**src/rtl/core/lfu_pkg.sv**
```systemverilog
// Shared constants and types for the LFU cache replacement core.
// No dependencies; imported by the scan unit and the top level.
package lfu_pkg;

  localparam int TAG_W     = 32;
  localparam int MISS_W    = 32;
  localparam int CAP_W     = 5;
  localparam logic [CAP_W-1:0] CAP_RESET = 5'd16;

  // Control from the sequencer to the scan unit.
  typedef struct packed {
    logic clear;  // start a fresh search
    logic step;   // one entry beat is on the read data
  } scan_ctl_t;

endpackage

```
**src/rtl/core/lfu_entry_ram.sv**
```systemverilog
// Entry store: one write port and one read port with registered read data.
// No package dependencies.
module lfu_entry_ram #(
  parameter int DEPTH = 16,
  parameter int AW    = 4,
  parameter int DW    = 52
) (
  input  logic          clk,
  input  logic          wr_en,
  input  logic [AW-1:0] wr_addr,
  input  logic [DW-1:0] wr_data,
  input  logic [AW-1:0] rd_addr,
  output logic [DW-1:0] rd_data
);

  logic [DW-1:0] mem [DEPTH];

  always_ff @(posedge clk) begin
    if (wr_en) begin
      mem[wr_addr] <= wr_data;
    end
  end

  always_ff @(posedge clk) begin
    rd_data <= mem[rd_addr];
  end

endmodule

```
**src/rtl/core/lfu_scan.sv**
```systemverilog
// Scan unit: looks at one entry per beat, tracking the tag match, the
// replacement victim (lowest count, then lowest rank) and the first free slot.
// Depends on lfu_pkg.
module lfu_scan #(
  parameter int IW         = 4,
  parameter int COUNT_BITS = 16
) (
  input  logic                       clk,
  input  lfu_pkg::scan_ctl_t         ctl,
  input  logic [lfu_pkg::TAG_W-1:0]  key,
  input  logic                       ent_valid,
  input  logic [IW-1:0]              ent_idx,
  input  logic [lfu_pkg::TAG_W-1:0]  ent_tag,
  input  logic [COUNT_BITS-1:0]      ent_count,
  input  logic [IW-1:0]              ent_rank,
  output logic                       hit_found,
  output logic [IW-1:0]              hit_idx,
  output logic [IW-1:0]              hit_rank,
  output logic                       vic_found,
  output logic [IW-1:0]              vic_idx,
  output logic [IW-1:0]              vic_rank,
  output logic [lfu_pkg::TAG_W-1:0]  vic_tag,
  output logic                       free_found,
  output logic [IW-1:0]              free_idx
);
  import lfu_pkg::*;

  logic [COUNT_BITS+IW-1:0] best;
  logic [COUNT_BITS+IW-1:0] cand;
  logic                     better;

  // Ranks of valid entries are distinct, so the joint key is a strict order.
  assign cand     = {ent_count, ent_rank};
  assign better   = !vic_found || (cand < best);
  assign vic_rank = best[IW-1:0];

  always_ff @(posedge clk) begin
    if (ctl.clear) begin
      hit_found  <= 1'b0;
      vic_found  <= 1'b0;
      free_found <= 1'b0;
    end else if (ctl.step) begin
      if (ent_valid) begin
        if (!hit_found && ent_tag == key) begin
          hit_found <= 1'b1;
          hit_idx   <= ent_idx;
          hit_rank  <= ent_rank;
        end
        if (better) begin
          vic_found <= 1'b1;
          best      <= cand;
          vic_idx   <= ent_idx;
          vic_tag   <= ent_tag;
        end
      end else if (!free_found) begin
        free_found <= 1'b1;
        free_idx   <= ent_idx;
      end
    end
  end

endmodule

```
**src/rtl/core/lfu_cache_replacement_core.sv**
```systemverilog
// Fully associative cache directory with least-frequently-used replacement.
// An accepted block_id passes the scan pass, the decide state, the update pass
// and the done state before its result beat is in the output register; the next
// block_id is taken once the core is back in idle after that, which comes later
// only while a finished result cannot move into a still full output register.
// One pass reads every entry from the entry store through the scan unit to
// find a hit, the victim and a free slot. A second read-modify-write pass over
// the same store ages the recency ranks and writes the touched entry. The store
// reads one entry per cycle, which sets both passes. in_ready is high only
// between items; a finished result waits in the output register while the next
// item is taken. capacity may be written at any idle time and takes effect on
// the next item. No clearing pass is needed after reset: per-entry valid bits
// start cleared.
// Depends on lfu_pkg, lfu_entry_ram and lfu_scan.
module lfu_cache_replacement_core #(
  parameter int ENTRIES    = 16,
  parameter int COUNT_BITS = 16
) (
  input  logic                        clk,
  input  logic                        rst,
  input  logic                        cfg_valid,
  output logic                        cfg_ready,
  input  logic [lfu_pkg::CAP_W-1:0]   cfg_data,
  input  logic                        in_valid,
  output logic                        in_ready,
  input  logic [lfu_pkg::TAG_W-1:0]   block_id,
  output logic                        out_valid,
  input  logic                        out_ready,
  output logic                        hit,
  output logic                        evicted,
  output logic [lfu_pkg::TAG_W-1:0]   evicted_id,
  output logic [lfu_pkg::MISS_W-1:0]  misses_so_far
);
  import lfu_pkg::*;

  localparam int IW    = (ENTRIES > 1) ? $clog2(ENTRIES) : 1;
  localparam int CW    = IW + 1;
  localparam int OW    = $clog2(ENTRIES + 1);
  localparam int CMP_W = (OW > CAP_W) ? OW : CAP_W;
  localparam int DW    = TAG_W + COUNT_BITS + IW;

  localparam logic [2:0] ST_IDLE   = 3'd0;
  localparam logic [2:0] ST_SCAN   = 3'd1;
  localparam logic [2:0] ST_DECIDE = 3'd2;
  localparam logic [2:0] ST_UPDATE = 3'd3;
  localparam logic [2:0] ST_DONE   = 3'd4;

  logic [2:0]             state;
  logic [CAP_W-1:0]       capacity;
  logic [OW-1:0]          occupancy;
  logic [MISS_W-1:0]      miss_total;
  logic [ENTRIES-1:0]     entry_valid;
  logic [TAG_W-1:0]       key;
  logic [CW-1:0]          cnt;
  logic                   pipe_vld;
  logic [IW-1:0]          pipe_idx;

  logic [IW-1:0]          tgt;
  logic [OW-1:0]          thr;
  logic                   is_new;
  logic                   res_hit;
  logic                   res_evicted;
  logic [TAG_W-1:0]       res_evid;

  logic                   issue;
  logic                   pass_end;
  logic                   out_free;

  logic                   wr_en;
  logic [DW-1:0]          wr_data;
  logic [DW-1:0]          rd_data;
  logic [TAG_W-1:0]       rd_tag;
  logic [COUNT_BITS-1:0]  rd_count;
  logic [IW-1:0]          rd_rank;
  logic [COUNT_BITS-1:0]  count_inc;
  logic                   rd_valid;

  scan_ctl_t              scan_ctl;
  logic                   hit_found;
  logic [IW-1:0]          hit_idx;
  logic [IW-1:0]          hit_rank;
  logic                   vic_found;
  logic [IW-1:0]          vic_idx;
  logic [IW-1:0]          vic_rank;
  logic [TAG_W-1:0]       vic_tag;
  logic                   free_found;
  logic [IW-1:0]          free_idx;

  logic [CMP_W-1:0]       cap_ext;
  logic [CMP_W-1:0]       eff_cap;
  logic                   full;

  assign cfg_ready = !rst;
  assign in_ready  = (state == ST_IDLE) && !rst;
  assign out_free  = !out_valid || out_ready;

  assign issue    = ((state == ST_SCAN) || (state == ST_UPDATE)) && (cnt != CW'(ENTRIES));
  assign pass_end = (cnt == CW'(ENTRIES));

  assign rd_tag   = rd_data[DW-1 -: TAG_W];
  assign rd_count = rd_data[IW +: COUNT_BITS];
  assign rd_rank  = rd_data[IW-1:0];
  assign rd_valid = entry_valid[pipe_idx];
  assign count_inc = (rd_count == {COUNT_BITS{1'b1}}) ? rd_count
                                                      : rd_count + COUNT_BITS'(1);

  // Capacity outside 1..ENTRIES clamps to the nearest end.
  assign cap_ext = CMP_W'(capacity);
  assign eff_cap = (capacity == '0) ? CMP_W'(1)
                 : ((cap_ext > CMP_W'(ENTRIES)) ? CMP_W'(ENTRIES) : cap_ext);
  assign full    = (CMP_W'(occupancy) >= eff_cap) && (occupancy != '0);

  assign scan_ctl.clear = in_valid && in_ready;
  assign scan_ctl.step  = (state == ST_SCAN) && pipe_vld;

  // Update pass: the target takes rank 0, valid entries below the threshold age.
  always_comb begin
    wr_en   = 1'b0;
    wr_data = rd_data;
    if ((state == ST_UPDATE) && pipe_vld) begin
      if (pipe_idx == tgt) begin
        wr_en   = 1'b1;
        wr_data = is_new ? {key, COUNT_BITS'(1), IW'(0)} : {rd_tag, count_inc, IW'(0)};
      end else if (rd_valid && (OW'(rd_rank) < thr)) begin
        wr_en   = 1'b1;
        wr_data = {rd_tag, rd_count, rd_rank + IW'(1)};
      end
    end
  end

  lfu_entry_ram #(
    .DEPTH (ENTRIES),
    .AW    (IW),
    .DW    (DW)
  ) u_ram (
    .clk     (clk),
    .wr_en   (wr_en),
    .wr_addr (pipe_idx),
    .wr_data (wr_data),
    .rd_addr (cnt[IW-1:0]),
    .rd_data (rd_data)
  );

  lfu_scan #(
    .IW         (IW),
    .COUNT_BITS (COUNT_BITS)
  ) u_scan (
    .clk        (clk),
    .ctl        (scan_ctl),
    .key        (key),
    .ent_valid  (rd_valid),
    .ent_idx    (pipe_idx),
    .ent_tag    (rd_tag),
    .ent_count  (rd_count),
    .ent_rank   (rd_rank),
    .hit_found  (hit_found),
    .hit_idx    (hit_idx),
    .hit_rank   (hit_rank),
    .vic_found  (vic_found),
    .vic_idx    (vic_idx),
    .vic_rank   (vic_rank),
    .vic_tag    (vic_tag),
    .free_found (free_found),
    .free_idx   (free_idx)
  );

  always_ff @(posedge clk) begin
    pipe_idx <= cnt[IW-1:0];
    if (in_valid && in_ready) begin
      key <= block_id;
    end
    if (state == ST_DECIDE) begin
      res_hit     <= hit_found;
      res_evicted <= 1'b0;
      res_evid    <= '0;
      is_new      <= !hit_found;
      if (hit_found) begin
        tgt <= hit_idx;
        thr <= OW'(hit_rank);
      end else if (full && vic_found) begin
        // Victim slot is reused in place; occupancy holds.
        tgt         <= vic_idx;
        thr         <= OW'(vic_rank);
        res_evicted <= 1'b1;
        res_evid    <= vic_tag;
      end else begin
        tgt <= free_idx;
        thr <= occupancy;
      end
    end
    if (state == ST_DONE && out_free) begin
      hit           <= res_hit;
      evicted       <= res_evicted;
      evicted_id    <= res_evid;
      misses_so_far <= miss_total;
    end
  end

  always_ff @(posedge clk) begin
    if (rst) begin
      state       <= ST_IDLE;
      capacity    <= CAP_RESET;
      occupancy   <= '0;
      miss_total  <= '0;
      entry_valid <= '0;
      cnt         <= '0;
      pipe_vld    <= 1'b0;
      out_valid   <= 1'b0;
    end else begin
      pipe_vld <= issue;
      if (issue) begin
        cnt <= cnt + CW'(1);
      end
      if (cfg_valid && cfg_ready) begin
        capacity <= cfg_data;
      end
      if (state == ST_DONE && out_free) begin
        out_valid <= 1'b1;
      end else if (out_valid && out_ready) begin
        out_valid <= 1'b0;
      end
      case (state)
        ST_IDLE: begin
          if (in_valid) begin
            cnt   <= '0;
            state <= ST_SCAN;
          end
        end
        ST_SCAN: begin
          if (pass_end) begin
            state <= ST_DECIDE;
          end
        end
        ST_DECIDE: begin
          if (!hit_found) begin
            if (miss_total != {MISS_W{1'b1}}) begin
              miss_total <= miss_total + MISS_W'(1);
            end
            if (!(full && vic_found)) begin
              occupancy <= occupancy + OW'(1);
            end
          end
          cnt   <= '0;
          state <= ST_UPDATE;
        end
        ST_UPDATE: begin
          if (pipe_vld && (pipe_idx == tgt)) begin
            entry_valid[pipe_idx] <= 1'b1;
          end
          if (pass_end) begin
            state <= ST_DONE;
          end
        end
        ST_DONE: begin
          // Hold the result until the output register drains.
          if (out_free) begin
            state <= ST_IDLE;
          end
        end
        default: begin
          state <= ST_IDLE;
        end
      endcase
    end
  end

endmodule

```
**config.mk**
```make
export PLATFORM = sky130hd
export DESIGN_NAME = lfu_cache_replacement_core
export DESIGN_NICKNAME = d
export VERILOG_FILES = /design/src/rtl/core/lfu_pkg.sv /design/src/rtl/core/lfu_entry_ram.sv /design/src/rtl/core/lfu_scan.sv /design/src/rtl/core/lfu_cache_replacement_core.sv
export SDC_FILE = /design/constraint.sdc
export NUM_CORES = 1
export LEC_CHECK = 0
export ABC_AREA = 1
export ABC_CLOCK_PERIOD_IN_PS = 6300
export BUFFER_PORTS_ARGS = -buffer_cell sky130_fd_sc_hd__buf_2
export CAP_MARGIN = 30
export CORE_UTILIZATION = 35
export DETAILED_ROUTE_END_ITERATION = 8
export HOLD_SLACK_MARGIN = 0.12
export PLACE_DENSITY_LB_ADDON = 0.1
export SLEW_MARGIN = 15
export SYNTH_ARGS = -nofsm -noshare
export SYNTH_HDL_FRONTEND = slang
export SYNTH_SLANG_ARGS = --single-unit
```
**constraint.sdc**
```tcl
create_clock -name clk -period 6.3 [get_ports clk]
set_clock_uncertainty 0.1 [all_clocks]
set_input_delay 0.315 -clock clk [delete_from_list [all_inputs] [get_ports clk]]
set_output_delay 0.315 -clock clk [all_outputs]
set_load 0.005 [all_outputs]
```
Word level (Yosys, flattened, before mapping). Memories as Yosys holds them, arrays and structs flattened. A register that Yosys moved wholly into a read port is not among the register bits. Cells that the tools add are included.

Add/subtract/negate cells: 5. $lt $le $gt $ge: 6. Equal/unequal tests: 14. Multiplexer cells: 31. Bitwise operators: 6. Reduce and logical (&&, ||, !) cells: 37.

Operator list (number): 2-to-1 mux 52 bit (3); adder 32 x 1 -> 32 bit, second input constant (1); == test 32 bit (1); != test 32 bit, second input constant (1); < comparator 20 bit (1); 2-to-1 mux 4 bit (5); 2-to-1 mux 5 bit (4); adder 16 x 1 -> 16 bit, second input constant (1); == test 16 bit, second input constant (1); 2-to-1 mux 16 bit (1); bitwise OR 16 bit (1); AND reduction 4 bit (4); one-hot mux 3 bit (5 select lines) (1); logical AND 1 bit (14); 2-to-1 mux 3 bit (4); AND reduction 3 bit (4); adder 5 x 1 -> 5 bit, second input constant (2); 2-to-1 mux 1 bit (10); one-hot mux 5 bit (2 select lines) (1); != test 2 bit, second input constant (4); == test 3 x 2 -> 1 bit, second input constant (2); == test 5 bit, second input constant (1); >= comparator 5 bit (1); > comparator 5 bit, second input constant (1); other kinds (19) (30).

Register bits: 285. Bits in writable memories: 832. Input port bits: 42. Memories kept: 1.

Memories: u_ram.mem (words 16, width 52, read ports 1, clocked after Yosys merged registers in 1, write ports 1, line lfu_entry_ram.sv:16) `logic [DW-1:0] mem [DEPTH];`.

Depth between registers and ports, before layout. Gate-level depths: netlist (run 1).

Word-level depth: 8. Mapped depth: 13. Depth with buffers taken out: 13.

By module. Synthesis (run 1) repeated with hierarchy kept, for this count alone.

Cells, all modules: 4891. Area total of the unflattened synthesis: 49772.7 um^2.

By module, submodules not included: lfu_entry_ram (times used 1, cells each 3426, area an instance 36511.3 um^2); lfu_cache_replacement_core (times used 1, cells each 1142, area an instance 9923.3 um^2); lfu_scan (times used 1, cells each 323, area an instance 3338.2 um^2).

Least setup slack after synthesis (run 1). No wires, ideal clock.

Path kind: register to register. Start point: register u_ram.rd_data[2], read port of u_ram.mem. End point: memory u_ram.mem[10][0], enable pin. Data arrival time: 3696 ps. Data required time: 5738 ps. Slack: 2043 ps. Stages on the path, launching flop included: 8. Buffers on the path: 1. Period minus slack after synthesis: 4257 ps. Path through: dfxtp_1 -> ha_1 -> a21oi_1 -> o21ai_0 -> nor2_1 -> a31oi_4 -> buf_2 -> nor2_1.

Word-level cells in the longest chain between the ends: 7.

RTL lines: start: declaration (line lfu_entry_ram.sv:13) `output logic [DW-1:0] rd_data`; < comparator 4 x 5 -> 1 bit (line lfu_cache_replacement_core.sv:124) `end else if (rd_valid && (OW'(rd_rank) < thr)) begin`; logical AND 1 bit (line lfu_cache_replacement_core.sv:124); 2-to-1 mux 1 bit (line lfu_cache_replacement_core.sv:124); 2-to-1 mux 1 bit (line lfu_cache_replacement_core.sv:121) `if (pipe_idx == tgt) begin`; 2-to-1 mux 1 bit (line lfu_cache_replacement_core.sv:120) `if ((state == ST_UPDATE) && pipe_vld) begin`; 2-to-1 mux 1 bit (line lfu_entry_ram.sv:19) `if (wr_en) begin`; 2-to-1 mux 1 bit (not written as such) (line lfu_entry_ram.sv:20) `mem[wr_addr] <= wr_data;`; end: declaration (line lfu_entry_ram.sv:16).

Every way passes these cells.

Worst setup path after layout (run 1).
Start point: register pipe_idx[0]. End point: memory u_ram.mem[11][39], enable pin.

Word-level cells in the longest chain between the ends: 8. Elaborated cells between the ends (all ways): 9. Classes of those cells: eq/ne (1); mux (7); reduce/logical (1).

RTL lines: start: declaration (line lfu_cache_replacement_core.sv:56) `logic [IW-1:0] pipe_idx;`; start signal: assignment (line lfu_cache_replacement_core.sv:168) `pipe_idx <= cnt[IW-1:0];`; binary-select mux 1 bit (select 4 bit) (line lfu_cache_replacement_core.sv:103) `assign rd_valid = entry_valid[pipe_idx];`; 2-to-1 mux 1 bit (not written as such) (line lfu_cache_replacement_core.sv:103); logical AND 1 bit (line lfu_cache_replacement_core.sv:124); 2-to-1 mux 1 bit (line lfu_cache_replacement_core.sv:124); 2-to-1 mux 1 bit (line lfu_cache_replacement_core.sv:121); 2-to-1 mux 1 bit (line lfu_cache_replacement_core.sv:120); 2-to-1 mux 1 bit (line lfu_entry_ram.sv:19); 2-to-1 mux 1 bit (not written as such) (line lfu_entry_ram.sv:20).

Several ways; a longest one is shown, not always the timed one. The select of a mux whose other input is x is not followed.

==> impl_metrics.py, run 1 <==
metrics = {
    "status": {
        "status": "complete, no violations",
    },
    "hold_path": {
        "holdPathStages": 2,
        "hold_class": "input pin to flip-flop",
        "min_from": "block_id[24]",
        "whs_endpoint": "key[24]$_DFFE_PP_",
    },
    "logic_synthesis": {
        "netlist_instances": 3818,
        "synth.net_count": 3894,
        "avgSynthCellArea_um2": 12.1,
        "yosysSeqAreaShare": 0.735,
        "synth_seq_cells": 1169,
        "syn_area_mm2": 0.0460,
        "ys.warnings.count": 0,
        "synthDistinctLibCells": 42,
    },
    "critical_path": {
        "crit_path_end_kind": "flip-flop",
        "cp_top_family": "buffers and inverters",
        "startpoint": "pipe_idx[0]$_DFF_P_",
        "path_max_fanout": 34,
        "r2r_slack_ns": 2.05,
        "crit_cells": 10,
        "crit_type": "flip-flop to flip-flop",
        "cp_cell_sequence": "xor2_1, a21oi_1, nand2_2, inv_1, nand2_2, inv_2, a31oi_4, buf_4, nor2_4, buf_4",
        "crit_path_top_delay_cell": "dfxtp_1",
        "r2r_start": "pipe_idx[0]$_DFF_P_",
        "r2r_end": "u_ram.mem[11][39]$_DFFE_PP_",
        "crit_buf_inv": 4,
        "crit_required_ns": 6.58,
        "r2r_cells": 10,
        "critPathMaxStageDelay_ns": 0.69,
        "startpoint_type": "flip-flop",
        "worstPathArrival_ns": 4.54,
    },
    "global_routing": {
        "grt_pass1_vias": 29286,
        "antenna_found_initial": 4,
        "grt_overflow_total": 0,
        "track_usage": 0.205,
        "grt_max_degree": 144,
        "grt_first_pass_wirelength_mm": 199,
    },
    "finish": {
        "stdcell_count": 5874,
        "final_area_mm2": 0.0542,
        "final_common_cell": "edfxtp_1",
        "mostFrequentLayoutCells": "edfxtp_1 (1042), nor2_1 (593), nand2_1 (576)",
        "nets": 4099,
        "synthToLayoutAreaGrowth_pct": 17.7,
        "final_core_util": 0.417,
        "layout-drive-gt1-share": 0.109,
        "num_antenna_cells": 0,
    },
    "die": {
        "die_width_um": 365,
        "coreArea_mm2": 0.130,
        "row_count": 132,
        "die_h_um": 365,
        "initial_core_util": 0.354,
        "die-area_mm2": 0.133,
        "ios": 111,
    },
    "sta": {
        "hold_viol_final": 0,
        "tns_ns": 0,
        "fmax_mhz": 235,
        "fin_crit_sh": 0.675,
        "grt_setup_unrepaired": "false",
        "finalMaxSlewViolations": 0,
        "setup_violations": 0,
        "max_slew_margin": 0.354,
        "worstMarginPinSlew_ns": 0.966,
        "hold_ws_ns": 0.177,
        "min_period_ns": 4.25,
        "fin_ws_ns": 2.05,
    },
    "routing": {
        "postRouteAntennaNets": 0,
        "vias": 30056,
        "wl_per_cell_um": 23.2,
        "wirelength_mm": 136,
        "via_per_inst": 5.12,
        "drt_iter0_drc": 2827,
        "drt-pass1-iter-count": 5,
        "drc_errors": 0,
    },
    "clock_tree": {
        "post_cts_buffers": 0,
        "numCtsBuffers": 134,
        "clkLatencyLatePin_ns": 0.76,
        "path_clk_slew_ns": 0.06,
        "h-tree-depth": 4,
        "clock-sinks": 1169,
        "cts_root_buf": "clkbuf_16",
        "cts_resized": 0,
        "cts_buffer_depth": 3,
        "cts_tree": "built",
        "cts_hold_buffers": 64,
    },
    "run": {
        "cap_violations": 0,
    },
    "place": {
        "port_buffers": 110,
        "dp_worst_setup_slack_ns": 2.02,
        "dp.cells": 5562,
        "hpwl_mm": 80.5,
        "placed_area_mm2": 0.0491,
        "place_congestion": 0.830,
    },
    "power_and_ir_drop": {
        "power.leakage_nw": 18.8,
        "p_total_mw": 21.4,
        "vdd_drop_max_uv": 237,
        "power.density_mw_per_mm2": 395,
    },
}
[cells in the mapped netlist, drive strengths merged]
library cell	n	area (um2)
nand2	579	2180
nor2	618	2330
a31oi	3	33.8
a211oi	3	22.5
nor4	2	12.5
xnor2	10	87.6
ha	34	425
or4	1	7.51
nand2b	1	6.26
nor3b	2	15.0
nand4	78	488
o31ai	1	7.51
buf	31	153
or2	8	50.1
edfxtp	1042	31300
inv	219	822
clkbuf	162	608
o211ai	5	37.5
xor2	32	280
o21bai	1	7.51
a21oi	77	385
o21ai	492	2490
o2111ai	1	8.76
o311ai	1	8.76
dfxtp	127	2540
o22ai	210	1310
nor3	28	156
nand3b	2	15.0
and3	2	12.5
nand3	45	225
a221oi	1	8.76
[worst max path at each step]
stage,endpoint,slack [ns]
6_report,u_ram.mem[11][39]$_DFFE_PP_,2.05
4_1_cts,u_ram.mem[11][39]$_DFFE_PP_,2.02
2_1_floorplan,u_ram.mem[10][0]$_DFFE_PP_,2.04
3_5_place_dp,u_ram.mem[11][49]$_DFFE_PP_,2.02
3_3_place_gp,u_ram.mem[11][29]$_DFFE_PP_,2.05
5_1_grt,u_ram.mem[11][42]$_DFFE_PP_,1.80
[power breakdown]
group | switching (mW) | internal (mW)
Clock | 3.16 | 4.64
Combinational | 2.78 | 1.01
Sequential | 0.384 | 9.43
Total | 6.32 | 15.1
[flip-flops by register name, summed over array words and instances, names as in the netlist, 16 cells and up]
signal	count
misses_so_far	32
res_evid	32
u_ram.rd_data	52
u_ram.mem	832
u_scan.vic_tag	32
evicted_id	32
u_scan.best	20
entry_valid	16
key	32
miss_total	32
[layer usage]
metal,track usage,up-vias,share of wire
met4,0.0531,0,0.018
li1,-,14015,-
met3,0.0315,155,0.052
met1,0.299,15054,0.48
met2,0.318,832,0.45
met5,0,-,0
[kinds of logic (layout without fill, tap and decap cells)]
family,Yosys count,in the layout,share of synthesized area
and+or+nand+nor,1366,1366,0.119
DFF,1169,1169,0.735
AOI/OAI and AO/OA,795,795,0.0939
buffers and inverters,412,726,0.0344
xor gates and xnor gates,42,42,0.00799
adders and majority gates,34,34,0.00924
[layout make-up]
class                           count  area (um2)
Clock inverter                     73         808
Timing Repair Buffer              262        2150
Multi-Input combinational cell   2237       10800
Tap cell                         1742        2180
Inverter                          219         837
Fill cell                       12219       75800
Sequential cell                  1169       33800
Clock buffer                      172        3580
No activity file was read; power rests on OpenSTA's default activity.
==> run 2: changes to the inputs <==
Settings changed: ABC_AREA 1 to 0, ABC_CLOCK_PERIOD_IN_PS 6300 to 4030.
Clock period 6.3 ns to 4.03 ns, I/O delays scaled along.
==> impl_metrics.py, run 2 <==
metrics = {
    "clock_tree": {
        "clkLatencyLatePin_ns": 0.76,
        "cts_tree": "built",
        "h-tree-depth": 4,
        "numCtsBuffers": 130,
        "clock-sinks": 1169,
        "cts_root_buf": "clkbuf_16",
        "cts_resized": 0,
        "cts_buffer_depth": 3,
        "path_clk_slew_ns": 0.06,
    },
    "finish": {
        "largest_reg_flops": 832,
        "synthToLayoutAreaGrowth_pct": 18.9,
        "reg_top3": "u_ram.mem (832), u_ram.rd_data (52)",
        "stdcell_count": 4296,
        "final_area_mm2": 0.0528,
        "final_common_cell": "edfxtp_1",
        "fillers": 11036,
        "regMostFlops": "u_ram.mem",
        "multiInputGateArea_mm2": 0.0102,
        "layout-drive-gt1-share": 0.259,
        "seq_area_mm2": 0.0338,
        "nets": 2613,
        "final_core_util": 0.420,
        "mostFrequentLayoutCells": "edfxtp_1 (1042), mux4_2 (265), nand2_1 (145)",
    },
    "global_routing": {
        "grt_overflow_total": 0,
        "grt_pass1_vias": 23208,
        "grt_max_degree": 64,
        "antenna_found_initial": 0,
        "track_usage": 0.178,
        "grt_first_pass_wirelength_mm": 162,
    },
    "logic_synthesis": {
        "synthMostInstantiatedCell": "edfxtp_1",
        "synth_top_area_frac": 0.705,
        "yosys-top-cells-count": "edfxtp_1 (1042), mux4_2 (265), nand2_1 (146)",
        "synth_seq_cells": 1169,
        "netlist_instances": 2224,
        "syn_area_mm2": 0.0444,
        "synthDistinctLibCells": 61,
        "ys.warnings.count": 0,
        "synthArstFlopShare": 0,
        "synth-edff-count": 1042,
        "avgSynthCellArea_um2": 20.0,
        "synth_top_area_cell": "edfxtp_1",
        "synth.net_count": 2300,
        "synth-main-ff-cell": "edfxtp_1",
        "yosysSeqAreaShare": 0.762,
        "synth_top_cells_by_area": "edfxtp_1 (70%), mux4_2 (13%), dfxtp_1 (5.7%)",
    },
    "critical_path": {
        "crit_type": "flip-flop to flip-flop",
        "path_max_fanout": 22,
        "startpoint_type": "flip-flop",
        "crit_path_end_kind": "flip-flop",
        "r2r_cells": 6,
        "cp_cell_sequence": "and2b_1, nand3_1, nor3_2, o21ai_1, nor3_4, buf_4",
        "worstPathArrival_ns": 3.65,
        "crit_path_top_delay_cell": "nor3_2",
        "critPathMaxStageDelay_ns": 0.60,
        "crit_required_ns": 4.32,
    },
    "place": {
        "dp_worst_setup_slack_ns": 0.683,
        "placed_area_mm2": 0.0478,
        "dp.cells": 3966,
        "port_buffers": 110,
        "hpwl_mm": 61.0,
        "place_congestion": 0.745,
    },
    "sta": {
        "max_slew_margin": 0.372,
        "finalMaxSlewViolations": 0,
        "grt_setup_unrepaired": "false",
        "fin_ws_ns": 0.671,
        "worstMarginPinSlew_ns": 0.939,
        "min_period_ns": 3.36,
        "setup_violations": 0,
        "hold_viol_final": 0,
        "fin_crit_sh": 0.833,
        "fmax_mhz": 298,
    },
    "routing": {
        "wl_met1_mm": 50.9,
        "drt_iter0_drc": 1995,
        "wl_per_cell_um": 26.0,
        "drt-pass1-iter-count": 4,
        "route.met3.wl_mm": 5.80,
        "postRouteAntennaNets": 0,
        "drc_errors": 0,
        "wl_met2_mm": 52.8,
        "top_layer_used": "met4",
        "vias": 22090,
        "via_per_inst": 5.14,
        "wirelength_mm": 112,
    },
    "die": {
        "ios": 111,
        "die_h_um": 358,
        "initial_core_util": 0.353,
        "coreArea_mm2": 0.126,
        "die-area_mm2": 0.128,
        "row_count": 130,
        "die_width_um": 358,
    },
    "run": {
        "cap_violations": 0,
    },
    "hold_path": {
        "hold_class": "input pin to flip-flop",
        "holdPathStages": 2,
    },
    "status": {
        "status": "complete, no violations",
    },
    "power_and_ir_drop": {
        "power.density_mw_per_mm2": 483,
        "vdd_drop_max_uv": 453,
        "power.leakage_nw": 16.9,
        "p_total_mw": 25.5,
    },
}
[run 2: changes by cell type after synthesis, moves of 39 or more]
cell,before,now
o22ai_1,210,0
o21ai_0,482,29
and2_1,0,39
nand2_1,576,146
a21oi_1,77,33
nand4_1,78,14
mux4_2,0,265
inv_1,214,37
nor2_1,614,100
clkbuf_1,162,58
[run 2: repair_timing]
item / 4_1_cts / 5_1_grt
hold endpoints to repair: 102 / 0
hold buffers: 85 / 0
buffers inserted: 0 / 0
[run 2: final cells by class]
class                   instances  share of cell area
flip-flops and latches       1169               0.641
multi-input cells             924               0.193
clock buffers                 185              0.0687
repair buffers                275              0.0451
well taps                    1650              0.0391
clock inverters                55             0.00960
inverters                      37             0.00263
diodes                          1           0.0000474
[run 2: worst max-delay path, delay by kind of cell (launching register included)]
kind | cells | cell delay (ns)
buffers and inverters | 1 | 0.46
flip-flops | 1 | 0.53
AO/OA/AOI/OAI | 1 | 0.46
AND/OR/NAND/NOR | 4 | 1.43
[run 2: routing by layer]
metal | up-vias | GRT usage
li1 | 9579 | -
met1 | 11814 | 0.249
met2 | 534 | 0.281
met3 | 163 | 0.0371
met4 | 0 | 0.0520
met5 | - | 0
[run 2: through the flow]
stage                     setup TNS, ns  hold WS, ns
after floorplan                 -194.05        0.200
after global placement                0        0.279
after detailed placement              0        0.280
after CTS                             0        0.145
after global routing                  0        0.209
final                                 0        0.239
[run 2: worst paths after layout]
path / startpoint / to / slack (ns)
worst max-delay path: state[0]$_SDFFE_PP0P_ / u_ram.mem[8][29]$_DFFE_PP_ / 0.67
worst min-delay path: block_id[29] / key[29]$_DFFE_PP_ / 0.24
worst max register to register: state[0]$_SDFFE_PP0P_ / u_ram.mem[8][29]$_DFFE_PP_ / 0.67
worst min register to register: res_evid[5]$_SDFFCE_PP0P_ / evicted_id[5]$_DFFE_PP_ / 0.31
[run 2: power by group]
group          internal (mW)  switching [mW]
clock network           6.68            4.78
logic                  0.368           0.402
registers               13.2          0.0734
[run 2: kinds of logic (layout without fill, tap and decap cells)]
family          count (synthesis)  count (layout)  synth area share
other cells                     0               1                 0
buf+inv                       131             552            0.0121
mux                           283             283             0.139
compound gates                106             106            0.0150
simple gates                  424             424            0.0475
fa+ha+maj                      34              34           0.00958
flops                        1169            1169             0.762
xor+xnor                       77              77            0.0152
==> run 3: changes to the inputs <==
Settings changed: ABC_CLOCK_PERIOD_IN_PS 4030 to 3400.
Clock period 4.03 ns to 3.4 ns, I/O delays scaled along.
==> impl_metrics.py, run 3 (synthesis results as in run 2) <==
metrics = {
    "global_routing": {
        "antenna_found_initial": 5,
        "grt_pass1_vias": 22862,
        "grt_first_pass_wirelength_mm": 162,
        "grt_overflow_total": 0,
        "grt_max_degree": 69,
        "track_usage": 0.178,
    },
    "finish": {
        "regMostFlops": "u_ram.mem",
        "seq_area_mm2": 0.0338,
        "nets": 2648,
        "synthToLayoutAreaGrowth_pct": 20.0,
        "largest_reg_flops": 832,
        "mostFrequentLayoutCells": "edfxtp_1 (1042), mux4_2 (265), nand2_1 (145)",
        "multiInputGateArea_mm2": 0.0102,
        "layout-drive-gt1-share": 0.270,
        "reg_top3": "u_ram.mem (832), u_ram.rd_data (52)",
        "num_antenna_cells": 0,
        "final_core_util": 0.424,
        "fillers": 10939,
        "final_common_cell": "edfxtp_1",
    },
    "critical_path": {
        "crit_buf_inv": 2,
        "critPathMaxStageDelay_ns": 0.51,
        "crit_path_top_delay_cell": "nor3_4",
        "crit_path_end_kind": "flip-flop",
        "path_max_fanout": 10,
        "startpoint": "u_ram.rd_data[1]$_DFF_P_",
        "crit_type": "flip-flop to flip-flop",
        "crit_required_ns": 3.71,
        "cp_top_family": "compound AO/OA/AOI/OAI gates",
        "startpoint_type": "flip-flop",
        "r2r_start": "u_ram.rd_data[1]$_DFF_P_",
        "worstPathArrival_ns": 3.46,
        "cp_cell_sequence": "ha_1, a211oi_1, o21bai_1, a211oi_1, o211ai_1, buf_4, nor3_4, buf_4",
    },
    "clock_tree": {
        "numCtsBuffers": 131,
        "h-tree-depth": 4,
        "cts_buffer_depth": 3,
        "path_clk_slew_ns": 0.06,
        "cts_root_buf": "clkbuf_16",
        "clkLatencyLatePin_ns": 0.74,
        "clock-sinks": 1169,
        "cts_tree": "built",
    },
    "power_and_ir_drop": {
        "vdd_drop_max_uv": 499,
        "power.density_mw_per_mm2": 572,
        "p_total_mw": 30.4,
        "power.leakage_nw": 17.1,
    },
    "sta": {
        "max_slew_margin": 0.353,
        "hold_viol_final": 0,
        "finalMaxSlewViolations": 0,
        "worstMarginPinSlew_ns": 0.966,
        "fin_crit_sh": 0.925,
        "setup_violations": 0,
        "min_period_ns": 3.15,
        "fmax_mhz": 318,
        "grt_setup_unrepaired": "false",
    },
    "run": {
        "cap_violations": 0,
    },
    "place": {
        "hpwl_mm": 62.9,
        "place_congestion": 0.762,
        "port_buffers": 110,
    },
    "die": {
        "die_h_um": 358,
        "die_width_um": 358,
        "initial_core_util": 0.353,
        "ios": 111,
        "coreArea_mm2": 0.126,
        "row_count": 130,
        "die-area_mm2": 0.128,
    },
    "routing": {
        "drt-pass1-iter-count": 5,
        "drt_iter0_drc": 1948,
        "wirelength_mm": 112,
        "wl_per_cell_um": 25.9,
        "via_per_inst": 5.07,
        "postRouteAntennaNets": 0,
        "drc_errors": 0,
        "vias": 21945,
    },
    "status": {
        "status": "complete, no violations",
    },
    "hold_path": {
        "min_from": "cfg_valid",
        "hold_class": "input pin to flip-flop",
    },
}
run 3: cell type report:
class                           count  share of cell area
Clock buffer                      181              0.0682
Clock inverter                     57              0.0105
Inverter                           37             0.00261
Multi-Input combinational cell    924               0.192
Sequential cell                  1169               0.636
Tap cell                         1650              0.0388
Timing Repair Buffer              309              0.0525
run 3: path summary, 6_finish.rpt:
path | end | slack [ns] | cells after the start
setup / recovery | u_ram.mem[12][5]$_DFFE_PP_ | 0.25 | 8
hold / removal | cap_ext[4]$_SDFFE_PP1P_ | 0.21 | 3
setup reg to reg | u_ram.mem[12][5]$_DFFE_PP_ | 0.25 | 8
hold reg to reg | evicted_id[11]$_DFFE_PP_ | 0.32 | 0
run 3: report_power, final:
group          switching [mW]  total, mW  internal [mW]
Clock                    5.68       13.8           8.12
Combinational           0.488      0.931          0.443
Sequential             0.0679       15.7           15.6
Total                    6.23       30.4           24.2
run 3: through the flow:
| step | hold slack [ns] | instances | setup WS [ns] | TNS [ns] | cell area (um2) |
|---|---|---|---|---|---|
| floorplan | 0.169 | 2224 | -0.899 | -741.14 | 44400 |
| global placement | 0.247 | 3999 | -0.105 | -0.838 | 48200 |
| detailed placement | 0.248 | 4000 | 0.229 | 0 | 48200 |
| CTS | 0.133 | 4324 | 0.175 | 0 | 53200 |
| global route | 0.174 | 4327 | 0.00186 | 0 | 53300 |
| finish | 0.207 | 4327 | 0.255 | 0 | 53300 |
run 3: worst min-delay path, cell delays in order:
cell           delay, ns
buf_2               0.16
o211ai_1            0.09
dlygate4sd3_1       0.55
run 3: metal layers:
layer | share of wire | wire length, um | global-route usage | up-vias
met2 | 0.47 | 52500 | 0.278 | 516
met1 | 0.47 | 52700 | 0.257 | 11658
met3 | 0.043 | 4790 | 0.0302 | 135
met5 | 0.000080 | 9 | 0 | -
met4 | 0.018 | 2020 | 0.0472 | 2
li1 | - | - | - | 9634
run 3: timing repair:
action / in CTS / in global routing
hold buffers: 86 / 0
endpoints found under the setup margin: 0 / 16
buffers inserted: 0 / 0
hold endpoints to repair: 121 / 0
gates resized for setup: 0 / 1
